File: src/hw/rtl/mbt_pkg.sv
package mbt_pkg;

    localparam int CAPACITY   = 16;
    localparam int VALUE_BITS = 32;
    localparam int SLOT_W     = (CAPACITY > 1) ? $clog2(CAPACITY) : 1;
    localparam int CNT_W      = $clog2(CAPACITY + 1);
    localparam int FUNC_W     = 2;
    localparam int IN_VAL_W   = 32;
    localparam int OUT_CNT_W  = 5;
    localparam int S_DATA_W   = 40;
    localparam int M_DATA_W   = 16;

    typedef enum logic [FUNC_W-1:0] {
        OP_ADD    = 2'd0,
        OP_REMOVE = 2'd1,
        OP_QUERY  = 2'd2,
        OP_CLEAR  = 2'd3
    } op_t;

    // search token walking down the cell row
    typedef struct packed {
        logic                  active;
        logic [VALUE_BITS-1:0] value;
        logic [CNT_W-1:0]      freq;
        logic                  hit;
        logic [SLOT_W-1:0]     hit_slot;
        logic [VALUE_BITS-1:0] last_val;
    } probe_t;

    // write port broadcast to all cells
    typedef struct packed {
        logic                  en;
        logic [SLOT_W-1:0]     slot;
        logic [VALUE_BITS-1:0] data;
    } wr_t;

endpackage

File: src/hw/rtl/mbt_cell.sv
module mbt_cell
    import mbt_pkg::*;
(
    input  logic              aclk,
    input  logic              aresetn,
    input  logic [SLOT_W-1:0] idx,
    input  logic [CNT_W-1:0]  count,
    input  wr_t               wr,
    input  probe_t            tok_in,
    output probe_t            tok_out
);

    logic [VALUE_BITS-1:0] entry_reg;
    probe_t                tok_reg;
    probe_t                tok_next;
    logic                  occupied;
    logic                  match;
    logic                  is_last;

    assign occupied = (CNT_W'(idx) < count);
    assign match    = occupied && (entry_reg == tok_in.value);
    assign is_last  = ((CNT_W'(idx) + CNT_W'(1)) == count);

    always_comb begin
        tok_next = tok_in;
        if (match) begin
            tok_next.freq     = tok_in.freq + CNT_W'(1);
            tok_next.hit      = 1'b1;
            tok_next.hit_slot = idx;
        end
        if (is_last) begin
            tok_next.last_val = entry_reg;
        end
    end

    always_ff @(posedge aclk) begin
        if (!aresetn) begin
            tok_reg.active <= 1'b0;
        end else begin
            tok_reg.active <= tok_next.active;
        end
        tok_reg.value    <= tok_next.value;
        tok_reg.freq     <= tok_next.freq;
        tok_reg.hit      <= tok_next.hit;
        tok_reg.hit_slot <= tok_next.hit_slot;
        tok_reg.last_val <= tok_next.last_val;
    end

    always_ff @(posedge aclk) begin
        if (wr.en && (wr.slot == idx)) begin
            entry_reg <= wr.data;
        end
    end

    assign tok_out = tok_reg;

endmodule

File: src/hw/rtl/multiset_bag_table.sv
// Channel | Dir | Ports                     | Item
// s_      | in  | s_tvalid s_tready s_tdata | func, value
// m_      | out | m_tvalid m_tready m_tdata | ok, frequency, found, size, empty_res
//
// One item at a time: the search token walks the row of CAPACITY entry cells, one
// cell per cycle, then the row's tail is latched and the result written back.
// Reset empties the bag; entry contents stay undefined until written.
// The result register frees s_tready for the next item while a result waits;
// write-back holds until the result register is free.
module multiset_bag_table
    import mbt_pkg::*;
(
    input  logic                aclk,
    input  logic                aresetn,
    input  logic                s_tvalid,
    output logic                s_tready,
    input  logic [S_DATA_W-1:0] s_tdata,  // func[1:0], value[33:2]
    output logic                m_tvalid,
    input  logic                m_tready,
    output logic [M_DATA_W-1:0] m_tdata   // ok[0], frequency[5:1], found[6],
                                          // size[11:7], empty_res[12]
);

    typedef enum logic [2:0] {
        ST_IDLE   = 3'b001,
        ST_SWEEP  = 3'b010,
        ST_RESULT = 3'b100
    } state_t;

    state_t                state_reg, state_next;
    op_t                   func_reg;
    logic [CNT_W-1:0]      count_reg, count_next;
    probe_t                tail_reg;
    logic                  m_tvalid_reg, m_tvalid_next;
    logic [M_DATA_W-1:0]   m_tdata_reg, m_tdata_next;

    probe_t                chain [0:CAPACITY];
    wr_t                   wr;
    logic                  in_acc;
    logic                  out_free;
    logic                  do_wb;
    logic                  ok;
    logic [IN_VAL_W-1:0]   in_value;

    assign in_value = s_tdata[FUNC_W +: IN_VAL_W];
    assign s_tready = (state_reg == ST_IDLE);
    assign in_acc   = s_tvalid && s_tready;
    assign out_free = !m_tvalid_reg || m_tready;
    assign do_wb    = (state_reg == ST_RESULT) && out_free;

    assign chain[0] = {in_acc, VALUE_BITS'(in_value),
                       {(CNT_W + 1 + SLOT_W + VALUE_BITS){1'b0}}};

    for (genvar g = 0; g < CAPACITY; g++) begin : g_cell
        mbt_cell u_cell (
            .aclk    (aclk),
            .aresetn (aresetn),
            .idx     (SLOT_W'(g)),
            .count   (count_reg),
            .wr      (wr),
            .tok_in  (chain[g]),
            .tok_out (chain[g+1])
        );
    end

    always_comb begin
        state_next = state_reg;
        unique case (state_reg)
            ST_IDLE:   if (in_acc) state_next = ST_SWEEP;
            ST_SWEEP:  if (chain[CAPACITY].active) state_next = ST_RESULT;
            ST_RESULT: if (out_free) state_next = ST_IDLE;
            default:   state_next = ST_IDLE;
        endcase
    end

    always_comb begin
        wr         = '0;
        ok         = 1'b1;
        count_next = count_reg;
        unique case (func_reg)
            OP_ADD: begin
                if (count_reg < CNT_W'(CAPACITY)) begin
                    wr.en      = do_wb;
                    wr.slot    = count_reg[SLOT_W-1:0];
                    wr.data    = tail_reg.value;
                    count_next = count_reg + CNT_W'(1);
                end else begin
                    ok = 1'b0;
                end
            end
            OP_REMOVE: begin
                if (tail_reg.hit) begin
                    wr.en      = do_wb;
                    wr.slot    = tail_reg.hit_slot;
                    wr.data    = tail_reg.last_val;
                    count_next = count_reg - CNT_W'(1);
                end else begin
                    ok = 1'b0;
                end
            end
            OP_QUERY: ;
            OP_CLEAR: count_next = '0;
            default:  ;
        endcase
    end

    always_comb begin
        m_tvalid_next = m_tvalid_reg && !m_tready;
        m_tdata_next  = m_tdata_reg;
        if (do_wb) begin
            m_tvalid_next = 1'b1;
            m_tdata_next  = '0;
            m_tdata_next[0]   = ok;
            m_tdata_next[5:1] = OUT_CNT_W'(tail_reg.freq);
            m_tdata_next[6]   = tail_reg.hit;
            m_tdata_next[11:7] = OUT_CNT_W'(count_next);
            m_tdata_next[12]  = (count_next == '0);
        end
    end

    always_ff @(posedge aclk) begin
        if (!aresetn) begin
            state_reg    <= ST_IDLE;
            count_reg    <= '0;
            m_tvalid_reg <= 1'b0;
        end else begin
            state_reg    <= state_next;
            m_tvalid_reg <= m_tvalid_next;
            if (do_wb) begin
                count_reg <= count_next;
            end
        end
    end

    always_ff @(posedge aclk) begin
        m_tdata_reg <= m_tdata_next;
        if (in_acc) begin
            func_reg <= op_t'(s_tdata[FUNC_W-1:0]);
        end
        if ((state_reg == ST_SWEEP) && chain[CAPACITY].active) begin
            tail_reg <= chain[CAPACITY];
        end
    end

    assign m_tvalid = m_tvalid_reg;
    assign m_tdata  = m_tdata_reg;

    a_count_bound: assert property (@(posedge aclk) disable iff (!aresetn)
        count_reg <= CNT_W'(CAPACITY))
        else $error("entry count above capacity");

    a_found_freq: assert property (@(posedge aclk) disable iff (!aresetn)
        m_tvalid |-> (m_tdata[6] == (m_tdata[5:1] != 5'd0)))
        else $error("found disagrees with frequency");

    a_tail_in_sweep: assert property (@(posedge aclk) disable iff (!aresetn)
        chain[CAPACITY].active |-> (state_reg == ST_SWEEP))
        else $error("search token left the row outside a sweep");

    a_accept_starts: assert property (@(posedge aclk) disable iff (!aresetn)
        in_acc |=> (state_reg == ST_SWEEP))
        else $error("item accepted without a sweep");

endmodule

File: config.mk
export PLATFORM = sky130hd
export DESIGN_NAME = multiset_bag_table
export DESIGN_NICKNAME = d
export VERILOG_FILES = /design/src/hw/rtl/mbt_pkg.sv /design/src/hw/rtl/mbt_cell.sv /design/src/hw/rtl/multiset_bag_table.sv
export SDC_FILE = /design/constraint.sdc
export NUM_CORES = 2
export LEC_CHECK = 0
export BUFFER_PORTS_ARGS = -buffer_cell sky130_fd_sc_hd__buf_2
export CAP_MARGIN = 25
export CORE_MARGIN = 8
export CORE_UTILIZATION = 60
export DETAILED_ROUTE_END_ITERATION = 8
export GPL_TIMING_DRIVEN = 0
export PLACE_DENSITY = 0.76
export SYNTH_ARGS = -nofsm -noshare
export SYNTH_HDL_FRONTEND = slang
export SYNTH_SLANG_ARGS = --single-unit
File: constraint.sdc
create_clock -name aclk -period 17.5 [get_ports aclk]
set_input_delay 5.25 -clock aclk [delete_from_list [all_inputs] [get_ports aclk]]
set_output_delay 5.25 -clock aclk [all_outputs]
set_load 0.1 [all_outputs]
==> results.cfg <==
[synthesis]
yosysTopAreaCellShare_pct = 42.2
ys_seq_area_share_pct = 74.3
ys_async_sr_fraction_pct = 0
ys_warn_count = 0
synth_edf_count = 601
synth_area_leader_cell = dfxtp_1
synth_common_cells = 1183 x dfxtp_1, 601 x edfxtp_1, 492 x mux2_2, 394 x xor2_1, 169 x xnor2_1
ys_ff_latch = 1784
avgSynthCellArea_sq_um = 16.1
yosysMostFrequentCell = dfxtp_1
synth_area_sq_um = 56200
synth_flop_cell = dfxtp_1
synthCells = 3489
ys_types = 59
synthTopCellsByArea = dfxtp_1 42%, edfxtp_1 32%, mux2_2 9.9%, xor2_1 6.1%, xnor2_1 2.6%

[sta]
hold_ws_ps = 346
timing.slew.headroom_pct = 26.7
period_needed_ps = 7770
finalHoldViolCount = 0
maxSlewViolCount = 0
setup_viol = 0
worst_slew_pin_slew_ps = 1090
fin_crit_sh_pct = 44.4
tns_ps = 0
fin_worst_skew_ps = 28.8
rsz0062_at_grt = no
timing.fmax_mhz = 129

[global_routing]
grt_pass1_vias = 27361
use_met2_pct = 39.1
busiest_layer = met2
grt_pass1_wl_microns = 172000
overflow = 0
antenna_found_initial = 0
grt_max_degree = 33
use_met1_pct = 25.3
grt_use_total_pct = 22.5
met3_usage_pct = 3.31

[setup_path]
r2r_end = g_cell[11].u_cell.entry_reg[22]$_DFFE_PP_
r2r_slack_ps = 13770
path_class = input pin to register
end_kind = register
cp.required_ps = 17850
arrival_ps = 8120
reg2reg_depth = 6
cp_max_fo = 32
startpoint_type = input pin
r2r_start = tail_reg[36]$_DFFE_PP_

[routing]
dr.first_iter.drc_count = 1409
routed_wl_microns = 117000
dr.pass1.iters = 5
via_count = 26212
wl_per_cell_microns = 22.9
ant_nets = 0
vias_per_cell = 5.12
drcViolationCount = 0

[clocking]
post_cts_buffers = 0
clk_pin_slew_ps = 60
cts_tree = built
clkSinkCount = 1784
clk_path_buf_depth = 3
clock_latency_ps = 740
post_cts_resized = 0
cts_buffers = 163
h-tree-depth = 4
cts-hold-fix-buffers = 0
cts_root_buf = clkbuf_16

[power_and_ir_drop]
ir_worst_vdd_uv = 109
power.leakage_nw = 24.7
powerDensity_nw_per_um2 = 125

[floorplanning]
rows = 112
dieArea_sq_um = 104000
io_pins = 62
fp.dieH_microns = 322
coreArea_sq_um = 93000
initial_core_util_pct = 60.4
die_w_microns = 322

[cells_and_area]
finish.instance_area_sq_um = 63700
fillCellCount = 6210
largest_reg_flops = 1174
drive_above_1_share_pct = 23.1
layout.nets = 3792
area_growth_pct = 13.4
multi_input_area_sq_um = 14200
ff_latch_area_sq_um = 41700

[placed_design]
dpl.hpwl_microns = 88400
routabilityCongestion = 0.946
port_buffers = 52
place_area_sq_um = 58300

[hold_path]
hold_path_startpoint = g_cell[3].u_cell.tok_out[54]$_DFF_P_
whs_path_depth = 0
min_to = g_cell[4].u_cell.tok_out[54]$_DFF_P_
hold_class = register to register

[job]
drv_cap = 0

[run_status]
status = complete, no violations
cell type report:
cell class,count,share of cell area [%]
buffer,86,0.563
clock inverter,41,0.577
clock buffer,263,7.89
timing repair buffer,71,0.693
inverter,10,0.0589
antenna,1,0.00393
tap,1254,2.46
multi-input combinational,1611,22.3
sequential,1784,65.5
per-stage QoR:
step | util (%) | total power [mW] | setup slack (ps) | instances
finish | 68.5 | 7.98 | 9730 | 5121
global route | 68.5 | 8.21 | 9590 | 5120
CTS | 68.5 | 8.03 | 9500 | 5117
detailed placement | 62.7 | 4.59 | 8730 | 4813
global placement | 62.4 | 4.59 | 7110 | 4797
floorplan | - | 4.52 | 9000 | 3491
worst max path at each step:
stage                         from                                        end  slack (ps)
after global placement    m_tready   g_cell[1].u_cell.entry_reg[29]$_DFFE_PP_        7110
after global routing      m_tready  g_cell[11].u_cell.entry_reg[22]$_DFFE_PP_        9590
after CTS                 m_tready    g_cell[0].u_cell.entry_reg[9]$_DFFE_PP_        9500
after detailed placement  m_tready   g_cell[0].u_cell.entry_reg[29]$_DFFE_PP_        8730
after floorplan           m_tready    g_cell[1].u_cell.entry_reg[0]$_DFFE_PP_        9000
final                     m_tready  g_cell[11].u_cell.entry_reg[22]$_DFFE_PP_        9730
worst max-delay path, cell delays in order:
cell	delay (ps)
buf_2	70
nand2b_1	150
and3_1	300
clkbuf_1	300
buf_1	450
o2111ai_1	630
nor2_4	930
layer usage:
layer / routed length [microns] / share of wire, % / up-vias
li1: - / - / 12804
met1: 45800 / 39 / 12417
met2: 58000 / 49 / 696
met3: 4370 / 3.7 / 295
met4: 9070 / 7.7 / 0
met5: 0 / 0 / -
cells by family after synthesis:
logic type,share of synthesized area [%]
flip-flops,74.3
XOR/XNOR,8.78
multiplexers,9.93
AND/OR/NAND/NOR,4.77
buffers and inverters,0.706
AO/OA/AOI/OAI,1.06
adder cells (fa/ha/maj),0.468
other,0.00667
placed cells by master (no fill, tap or decap), types with 6 or more instances in the layout:
| master | synthesis | layout |
|---|---|---|
| a21oi_1 | 10 | 10 |
| a22o_1 | 35 | 35 |
| and2_1 | 23 | 23 |
| and3_1 | 41 | 41 |
| buf_1 | 29 | 29 |
| buf_2 | 10 | 65 |
| buf_4 | 6 | 12 |
| buf_6 | 0 | 7 |
| bufinv_16 | 0 | 6 |
| clkbuf_1 | 40 | 95 |
| clkbuf_16 | 0 | 174 |
| clkbuf_8 | 0 | 34 |
| clkinv_2 | 0 | 27 |
| dfxtp_1 | 1183 | 1183 |
| edfxtp_1 | 601 | 601 |
| ha_1 | 21 | 21 |
| inv_1 | 10 | 10 |
| mux2_2 | 492 | 492 |
| nand2_1 | 35 | 35 |
| nand2b_1 | 13 | 13 |
| nand3_1 | 36 | 36 |
| nand4_1 | 64 | 64 |
| nor2_1 | 50 | 34 |
| nor2_4 | 1 | 17 |
| nor2b_1 | 17 | 17 |
| nor3_1 | 20 | 18 |
| nor4_1 | 92 | 92 |
| o21ai_0 | 7 | 6 |
| or2_2 | 33 | 33 |
| xnor2_1 | 169 | 169 |
| xor2_1 | 394 | 394 |
where the power goes:
group          switching, mW  internal [mW]
Sequential            0.0439           4.33
Combinational         0.0878         0.0402
Clock                   1.42           2.05
Total                   1.56           6.43
No activity file was read; power rests on OpenSTA's default activity.
